File: config.mk
export PLATFORM = sky130hd
export DESIGN_NAME = lspr_frame_ram
export DESIGN_NICKNAME = d
export VERILOG_FILES = /design/src/sv/lspr_frame_ram.sv
export SDC_FILE = /design/constraint.sdc
export NUM_CORES = 1
export LEC_CHECK = 0
export BUFFER_PORTS_ARGS = -buffer_cell sky130_fd_sc_hd__buf_2
export CAP_MARGIN = 20
export CELL_PAD_IN_SITES_DETAIL_PLACEMENT = 1
export CELL_PAD_IN_SITES_GLOBAL_PLACEMENT = 1
export CORE_MARGIN = 5
export CORE_UTILIZATION = 44
export CTS_BUF_LIST = sky130_fd_sc_hd__clkbuf_8
export DETAILED_ROUTE_END_ITERATION = 6
export PLACE_DENSITY = 0.79
export SYNTH_ARGS = -nofsm -noshare
export SYNTH_HDL_FRONTEND = slang
export SYNTH_SLANG_ARGS = --single-unit
File: constraint.sdc
create_clock -name i_clk -period 2.6 [get_ports i_clk]
set_clock_uncertainty 0.1 [all_clocks]
set_input_delay 0.52 -clock i_clk [delete_from_list [all_inputs] [get_ports i_clk]]
set_output_delay 0.52 -clock i_clk [all_outputs]
set_load 0.05 [all_outputs]
File: src/sv/lspr_frame_ram.sv
module lspr_frame_ram #(
    parameter int unsigned DEPTH = 2,
    parameter int unsigned WIDTH = 32
) (
    input  logic                     i_clk,
    input  logic                     i_we,
    input  logic [$clog2(DEPTH)-1:0] i_waddr,
    input  logic [WIDTH-1:0]         i_wdata,
    input  logic                     i_re,
    input  logic [$clog2(DEPTH)-1:0] i_raddr,
    output logic [WIDTH-1:0]         o_rdata
);

    logic [WIDTH-1:0] mem [DEPTH];

    always_ff @(posedge i_clk) begin
        if (i_we) begin
            mem[i_waddr] <= i_wdata;
        end
    end

    always_ff @(posedge i_clk) begin
        if (i_re) begin
            o_rdata <= mem[i_raddr];
        end
    end

endmodule

==> impl_metrics.tcl <==
set metrics [dict create \
    grt_overflow 0 \
    ys_seq_area_share_pct 83.8 \
    worstPathCellList "buf_2" \
    clkTransAtPathRegs_ns 0.09 \
    die_area_sq_mm 0.00969 \
    hold_viol_final 0 \
    ant_nets 0 \
    powerDensity_mw_per_mm2 737 \
    grt.total_usage_pct 11.6 \
    drcViolationCount 0 \
    die_x_um 98.4 \
    die_h_um 98.4 \
    yosysWarnings 0 \
    syn2layout_area_growth_pct 17.9 \
    critPathSlowestCell "edfxtp_1" \
    r2r-end "o_rdata[9]" \
    rsz0062_at_grt "false" \
    outcome "completed" \
    io_buffers 68 \
    p_leak_nw 1.55 \
    crit_type "flop to primary output" \
    cts_root_buffer "clkbuf_8" \
    ir_drop_uv 375 \
    layout.nets 249 \
    post_cts_resized 0 \
    syn_nets 171 \
    cts_buffers 9 \
    critical_path_arrival_ns 1.00 \
    netlist_area_sq_mm 0.00344 \
    power.switching_w 0.000708 \
    r2r_cells 1 \
    p_int_w 0.00228 \
    cts_buffer_depth 2 \
    io_pins 69 \
    grt_pass1_vias 1593 \
    path_buf_inv 1 \
    insertion_delay_ns 0.34 \
    cts_tree "built" \
    fin_util_pct 52.8 \
    layout_worst_path_cycle_share_pct 62.2 \
    drtPass1Iterations 4 \
    cts.sink_count 96 \
    synthCells 134 \
    r2r_start "mem[0][9]" \
    routed_wirelength_um 5320 \
    cp_num_cells 1 \
    power_frac_comb_pct 11.0 \
    swShare_pct 23.7 \
    clkPwrFrac_pct 26.9 \
    max_freq_mhz 618 \
    worst_pin_slew_ns 0.753 \
    report.final.slew_viol_count 0 \
    htreeDepth 3 \
    start_util_pct 44.7 \
    crit_path_end "o_rdata[11]" \
    hold_class "primary input to flop" \
    max_slew_margin_pct 49.8 \
    synth.avg_cell_area_sq_um 25.7 \
    wl_per_cell_um 16.7 \
    dp_hpwl_um 3640 \
    cts_setup_buffers 0 \
    synth_seq_cells 96 \
    gp_congestion 0.664 \
    diodes 0 \
    yosysUniqueCellTypes 7 \
    setup_viol 0 \
    vias_per_cell 4.64 \
    grt_first_pass_wirelength_um 8400 \
    end_kind "primary output" \
    critical_path.max_fanout 1 \
    hold_buffers 0 \
    cap_violations 0 \
    rows 32 \
    first_iter_violations 40 \
    critical_path.max_stage_delay_ns 0.42 \
    final_common_cell "edfxtp_1" \
    cp-start-kind "flop" \
    coreArea_sq_mm 0.00769 \
    seqPwrFrac_pct 62.1 \
    regToRegSetupSlack_ns 1.58 \
    drive_above_1_share_pct 53.9 \
    cp.required_ns 1.98 \
    grt_max_degree 33 \
    antenna_found_initial 1 \
    critical_path.top_delay_family "flip-flops" \
    crit_start "o_rdata[11]" \
    fin_tns_setup_ns 0 \
    vias 1481 \
    layout_common_cells "edfxtp_1 (96), buf_2 (68), mux2_4 (30), clkbuf_8 (9)" \
    period_needed_ns 1.62 \
]
-- synth_stat cells --
| cell | number | area share (%) |
|---|---|---|
| mux2_4 | 30 | 13 |
| and2_1 | 1 | 0.18 |
| edfxtp_1 | 96 | 84 |
| mux2_2 | 2 | 0.65 |
| buf_12 | 3 | 1.7 |
| buf_6 | 1 | 0.33 |
| nor2b_1 | 1 | 0.18 |
-- registers in the layout, indices dropped and copies added (netlist names) --
| name | cells |
|---|---|
| o_rdata | 32 |
| mem | 64 |
-- worst min-delay path by stage --
stage	start	end	slack, ns	cells past startpoint
4_1_cts	i_wdata[14]	mem[0][14]	0.24	1
3_5_place_dp	mem[0][23]	o_rdata[23]	0.44	1
3_3_place_gp	mem[1][29]	o_rdata[29]	0.43	1
5_1_grt	i_wdata[14]	mem[0][14]	0.23	1
6_report	i_wdata[14]	mem[1][14]	0.26	1
2_1_floorplan	mem[1][29]	o_rdata[29]	0.42	1
-- cells by family (layout without fill, tap and decap cells) --
logic type             Yosys count  count (layout)  synth area share [%]
buffers and inverters            4              87                  2.07
muxes                           32              32                  13.8
DFF                             96              96                  83.8
and+or+nand+nor                  2               2                 0.364
-- metal layers --
layer  up-vias  global-route usage [%]  routed length (um)
met5         -                       0                   7
met4         2                    5.04                  70
met3         8                    4.53                 414
met2        51                    19.2                2650
met1       728                    13.5                2180
li1        692                       -                   -
-- layout make-up --
cell class                      instances  area, sq um
Fill cell                             718         3630
Sequential cell                        96         2880
Multi-Input combinational cell         34          493
Timing Repair Buffer                   71          388
Tap cell                              102          128
Clock buffer                            9          124
Clock inverter                          7         40.0
-- through the flow --
stage          cells  worst slack, ns  total power, W  hold slack, ns  cell area (sq um)
3_5_place_dp     303            0.786         0.00223           0.435               3890
6_report         319            0.982         0.00299           0.261               4060
3_3_place_gp     303            0.854         0.00221           0.426               3890
2_1_floorplan    134            0.102         0.00212           0.423               3440
5_1_grt          319            0.942         0.00313           0.230               4060
4_1_cts          319            0.973         0.00302           0.242               4060
-- power groups by stage --
stage               clock network [W]  registers (W)  logic, W
global route                 0.000923        0.00187  0.000345
floorplan                           0        0.00202  0.000108
CTS                          0.000832        0.00186  0.000333
detailed placement                  0        0.00189  0.000333
finish                       0.000803        0.00186  0.000328
global placement                    0        0.00189  0.000324
Power figures use the tool's default switching activity.
