`src/sv/lspr_pkg.sv`:
```
package lspr_pkg;

    localparam int unsigned MEMORY_FRAMES = 2097152;
    localparam int unsigned FRAC_BITS     = 16;

    localparam int unsigned ADDR_W     = $clog2(MEMORY_FRAMES);
    localparam int unsigned CNT_W      = 22;
    localparam int unsigned POS_W      = CNT_W + FRAC_BITS;
    localparam int unsigned STEP_W     = 19;
    localparam int unsigned GAIN_W     = 16;
    localparam int unsigned GAIN_SHIFT = GAIN_W - 1;
    localparam int unsigned SAMPLE_W   = 16;
    localparam int unsigned LOOP_W     = 16;
    localparam int unsigned DONE_W     = 32;
    localparam int unsigned ACT_W      = 3;
    localparam int unsigned IDX_W      = 21;
    localparam int unsigned WORD_W     = 2 * SAMPLE_W;
    localparam int unsigned CFG_IDX_W  = 4;
    localparam int unsigned CFG_DATA_W = 22;

    localparam int unsigned STEP_RESET = 60211;
    localparam int unsigned GAIN_ONE   = 32768;
    localparam int          SAMPLE_MAX = 32767;
    localparam int          SAMPLE_MIN = -32768;

    localparam logic [ACT_W-1:0] ACT_WRITE   = 3'd0;
    localparam logic [ACT_W-1:0] ACT_PLAY    = 3'd1;
    localparam logic [ACT_W-1:0] ACT_STOP    = 3'd2;
    localparam logic [ACT_W-1:0] ACT_SUSPEND = 3'd3;
    localparam logic [ACT_W-1:0] ACT_RESUME  = 3'd4;
    localparam logic [ACT_W-1:0] ACT_TICK    = 3'd5;

    localparam logic [CFG_IDX_W-1:0] CFG_FRAME_COUNT = 4'd0;
    localparam logic [CFG_IDX_W-1:0] CFG_STEP        = 4'd1;
    localparam logic [CFG_IDX_W-1:0] CFG_GAIN        = 4'd2;
    localparam logic [CFG_IDX_W-1:0] CFG_ENABLE      = 4'd3;

    typedef enum logic [2:0] {
        S_IDLE,
        S_WRAP,
        S_INDEX,
        S_READ1,
        S_MUL,
        S_SUM,
        S_SCALE,
        S_EMIT
    } t_state;

endpackage

```
`src/sv/lspr_chan.sv`:
```
module lspr_chan (
    input  logic                                 i_clk,
    input  logic signed [lspr_pkg::SAMPLE_W-1:0] i_a,
    input  logic signed [lspr_pkg::SAMPLE_W-1:0] i_b,
    input  logic [lspr_pkg::FRAC_BITS-1:0]       i_frac,
    input  logic [lspr_pkg::GAIN_W-1:0]          i_gain,
    output logic signed [lspr_pkg::SAMPLE_W-1:0] o_sample
);
    import lspr_pkg::*;

    localparam int unsigned ACC_W = SAMPLE_W + FRAC_BITS + 2;
    localparam int unsigned MUL_W = SAMPLE_W + GAIN_W;
    localparam logic signed [SAMPLE_W:0] SAT_HI = (SAMPLE_W+1)'(SAMPLE_MAX);
    localparam logic signed [SAMPLE_W:0] SAT_LO = (SAMPLE_W+1)'(SAMPLE_MIN);

    logic [FRAC_BITS:0]              one_minus;
    logic signed [FRAC_BITS+1:0]     om_s;
    logic signed [FRAC_BITS:0]       fr_s;
    logic signed [GAIN_W:0]          g_s;
    logic signed [ACC_W-1:0]         r_p0;
    logic signed [ACC_W-1:0]         r_p1;
    logic [ACC_W-1:0]                acc_u;
    logic [ACC_W-1:0]                acc_b;
    logic signed [SAMPLE_W-1:0]      r_v;
    logic signed [MUL_W-1:0]         r_m;
    logic [MUL_W-1:0]                m_b;
    logic signed [SAMPLE_W:0]        q;

    assign one_minus = (FRAC_BITS+1)'(1 << FRAC_BITS) - {1'b0, i_frac};
    assign om_s      = signed'({1'b0, one_minus});
    assign fr_s      = signed'({1'b0, i_frac});
    assign g_s       = signed'({1'b0, i_gain});

    // weight both ends of the span
    always_ff @(posedge i_clk) begin
        r_p0 <= ACC_W'(i_a) * ACC_W'(om_s);
        r_p1 <= ACC_W'(i_b) * ACC_W'(fr_s);
    end

    // sum and drop fraction toward zero
    assign acc_u = r_p0 + r_p1;
    assign acc_b = acc_u + (acc_u[ACC_W-1] ? ACC_W'((1 << FRAC_BITS) - 1) : '0);

    always_ff @(posedge i_clk) begin
        r_v <= signed'(acc_b[FRAC_BITS+SAMPLE_W-1:FRAC_BITS]);
    end

    always_ff @(posedge i_clk) begin
        r_m <= MUL_W'(r_v) * MUL_W'(g_s);
    end

    // scale down toward zero and saturate
    assign m_b = r_m + (r_m[MUL_W-1] ? MUL_W'((1 << GAIN_SHIFT) - 1) : '0);
    assign q   = signed'(m_b[MUL_W-1:GAIN_SHIFT]);

    always_comb begin
        if (q > SAT_HI) begin
            o_sample = SAT_HI[SAMPLE_W-1:0];
        end else if (q < SAT_LO) begin
            o_sample = SAT_LO[SAMPLE_W-1:0];
        end else begin
            o_sample = q[SAMPLE_W-1:0];
        end
    end

endmodule

```
`config.mk`:
```
export PLATFORM = sky130hd
export DESIGN_NAME = lspr_chan
export DESIGN_NICKNAME = d
export VERILOG_FILES = /design/src/sv/lspr_pkg.sv /design/src/sv/lspr_chan.sv
export SDC_FILE = /design/constraint.sdc
export NUM_CORES = 2
export LEC_CHECK = 0
export ABC_AREA = 1
export BUFFER_PORTS_ARGS = -buffer_cell sky130_fd_sc_hd__buf_2
export CORE_MARGIN = 5
export CORE_UTILIZATION = 65
export CTS_BUF_LIST = sky130_fd_sc_hd__clkbuf_8
export DETAILED_ROUTE_END_ITERATION = 8
export GPL_ROUTABILITY_DRIVEN = 0
export PLACE_DENSITY = 0.85
export SYNTH_ARGS = -nofsm -noshare
export SYNTH_HDL_FRONTEND = slang
export SYNTH_SLANG_ARGS = --single-unit
```
`constraint.sdc`:
```
create_clock -name i_clk -period 9.1 [get_ports i_clk]
set_input_delay 1.365 -clock i_clk [delete_from_list [all_inputs] [get_ports i_clk]]
set_output_delay 1.365 -clock i_clk [all_outputs]
set_load 0.02 [all_outputs]
```
==> metrics.md <==
| Metric | Value |
|---|---|
| Fillers | 4,097 |
| Worst clock skew | 0.0366 ns |
| CP max FO | 17 |
| HPWL reported at the end of detailed placement | 70,700 microns |
| Status | completed |
| Starting density of the core | 65.7% |
| Io pins | 81 |
| Slew HR | 36.0% |
| Worst setup EP type | flip-flop |
| Hold Buf Count CTS | 0 |
| CTS resizes | 0 |
| Critical Path Source Type | primary input |
| Die Footprint | 56,600 sq um |
| Slowest-stage cell, CP | o41ai_1 |
| Post-synth EDFFs | 0 |
| Post-DP Area | 34,500 sq um |
| Commonest cells in the synthesized netlist | inv_1 (1,156), nand2_1 (1,039), fa_1 (597), ha_1 (426), nor2_1 (251) |
| Per-cell routed wire length | 16.8 microns |
| Unrepaired setup endpoints after global routing | no |
| YS warnings | 0 |
| CP most frequent cell | nand2_1 |
| Synth area leaders | fa_1 (35%), ha_1 (16%), inv_1 (13%), nand2_1 (12%), dfxtp_1 (6.8%) |
| Grt peak-use layer | met2 |
| DIE WIDTH | 238 microns |
| Number of H-tree levels | 4 |
| Hold_ws | 0.779 ns |
| Slew @ Worst Pin | 0.959 ns |
| Critical path class | in2reg |
| Final Critical Period | 8.32 ns |
| First-pass GRT wire length | 142,000 microns |
| Core Area | 51,400 sq um |
| Count of state elements after synthesis | 115 |
| GRT Overall Usage | 30.9% |
| TritonCTS clock tree | yes |
| Cell accounting for the most synthesized area | fa_1 |
| Antenna violations before repair | 4 |
| Die Span Y | 238 microns |
| Fin. Hold Viols | 0 |
| First-pass DRT Iterations | 6 |
| CTS root buffer | clkbuf_8 |
| CP Data Arrival Time | 8.73 ns |
| Worst-skew pair later-pin latency | 0.51 ns |
| M1 GR Usage | 36.5% |
| Row Count | 83 |
| Distinct cell type count of the synthesized netlist | 56 |
| Critical path's largest stage delay | 0.65 ns |
| Met2 usage | 54.1% |
| Met3 Track Usage GR | 5.55% |
| Fmax | 0.120 GHz |
| Post-synth top area share | 35.4% |
| Setup Viol. Count Final | 0 |
| Asr flop ratio synth | 0% |
| Via count | 28,200 |
| Vias per cell | 5.56 |
| GRT overflow | 0 |
| Number of global-route vias before repair | 29,900 |
| Fin Setup TNS | 0 ns |
| Crit share post-route | 91.4% |
| Top_reg_cell synth | dfxtp_1 |
| Most frequent cell after synthesis | inv_1 |
| Sequential-to-total area share from yosys stat | 6.82% |
| 1st-iter DRT viols | 2,055 |
| Slew Limit Fails | 0 |
| Final net count | 5,471 |
| Worst hold path class | reg2reg |
| Area growth syn-to-layout | 3.60% |
| Syn Nets | 5,502 |
| Port Buffer Count | 80 |
| WP data required | 9.51 ns |
| Design Area, Final | 35,000 sq um |
| Clock Path Buffers | 2 |
| DRC Markers | 0 |
| Final WL | 85,500 microns |
| Post-Synthesis Cells | 4,414 |
| Worst-path clk slew | 0.11 ns |
| Post-CTS setup buffers | 0 |
| Syn_area_per_cell | 7.65 sq um |
| Largest net degree at the start of global routing | 31 |
| TritonCTS Buffers | 17 |
| DRT antenna net count | 0 |
| Synthesized area | 33,700 sq um |
| Clock sink total | 115 |
| Share of cells above drive strength 1 | 4.42% |
| Total of max-cap violations | 0 |
[final cells by class]
class                           instances  area (sq um)  area share [%]
Antenna cell                            1          2.50         0.00716
Clock buffer                           20           275           0.787
Clock inverter                         10           149           0.426
Inverter                             1169          4390            12.5
Multi-Input combinational cell       2989         26500            75.8
Sequential cell                       115          2300            6.58
Tap cell                              680           851            2.43
Timing Repair Buffer                   91           483            1.38
[layout by cell type, fill, tap and decap left out, types with 12 or more instances in the layout]
master,Yosys,final
or2_2,17,17
buf_2,5,80
clkbuf_8,0,20
fa_1,597,597
o21bai_1,12,12
xnor2_1,50,50
xor2_1,76,76
nor2_1,251,251
nand2_1,1039,1039
a21o_1,15,15
nand4_1,27,27
ha_1,426,426
o21ai_0,80,80
dfxtp_1,115,115
a21oi_1,177,177
nand3_1,66,66
nor3_1,30,30
inv_1,1156,1156
[stage by stage]
stage / instances / setup WS (ns) / util [%]
3_5_place_dp: 5044 / 0.414 / 67.2
4_1_cts: 5074 / 0.861 / 68.0
6_report: 5075 / 0.779 / 68.0
5_1_grt: 5075 / 0.195 / 68.0
3_3_place_gp: 5044 / 0.661 / 67.2
2_1_floorplan: 4414 / 1.35 / -
[flip-flops by register name, indices dropped and copies added, names as in the netlist]
| name | cells |
|---|---|
| r_m | 32 |
| r_p0 | 34 |
| r_p1 | 33 |
| r_v | 16 |
[routing by layer]
metal	wire length, microns	vias up
li1	-	12900
met1	31100	13600
met2	41800	1348
met3	7350	379
met4	5240	4
met5	22	-
[cells by family after synthesis]
kind of cell	count (synthesis)	synth area share [%]
simple gates	1495	18.2
flops	115	6.82
xor+xnor	132	3.59
compound gates	339	5.61
fa+ha+maj	1023	51.2
buf+inv	1310	14.6
[worst max-delay path: cells and delay by family]
family | cells | cell delay (ns)
buffers and inverters | 6 | 0.84
adder cells (fa/ha/maj) | 8 | 3.59
XOR/XNOR | 1 | 0.15
AO/OA/AOI/OAI | 2 | 0.81
AND/OR/NAND/NOR | 16 | 1.96
[final timing paths]
| path | slack, ns | endpoint | cells after the start | start |
|---|---|---|---|---|
| worst max register to register | 2.72 | r_m[27] | 22 | r_v[1] |
| worst min register to register | 0.78 | r_v[15] | 4 | r_p1[31] |
| worst min-delay path | 0.78 | r_v[15] | 4 | r_p1[31] |
| worst max-delay path | 0.78 | r_p0[30] | 33 | i_frac[1] |
Power is not shown: default switching activity piles up to over one toggle a cycle in this logic, so the estimate is an artifact.
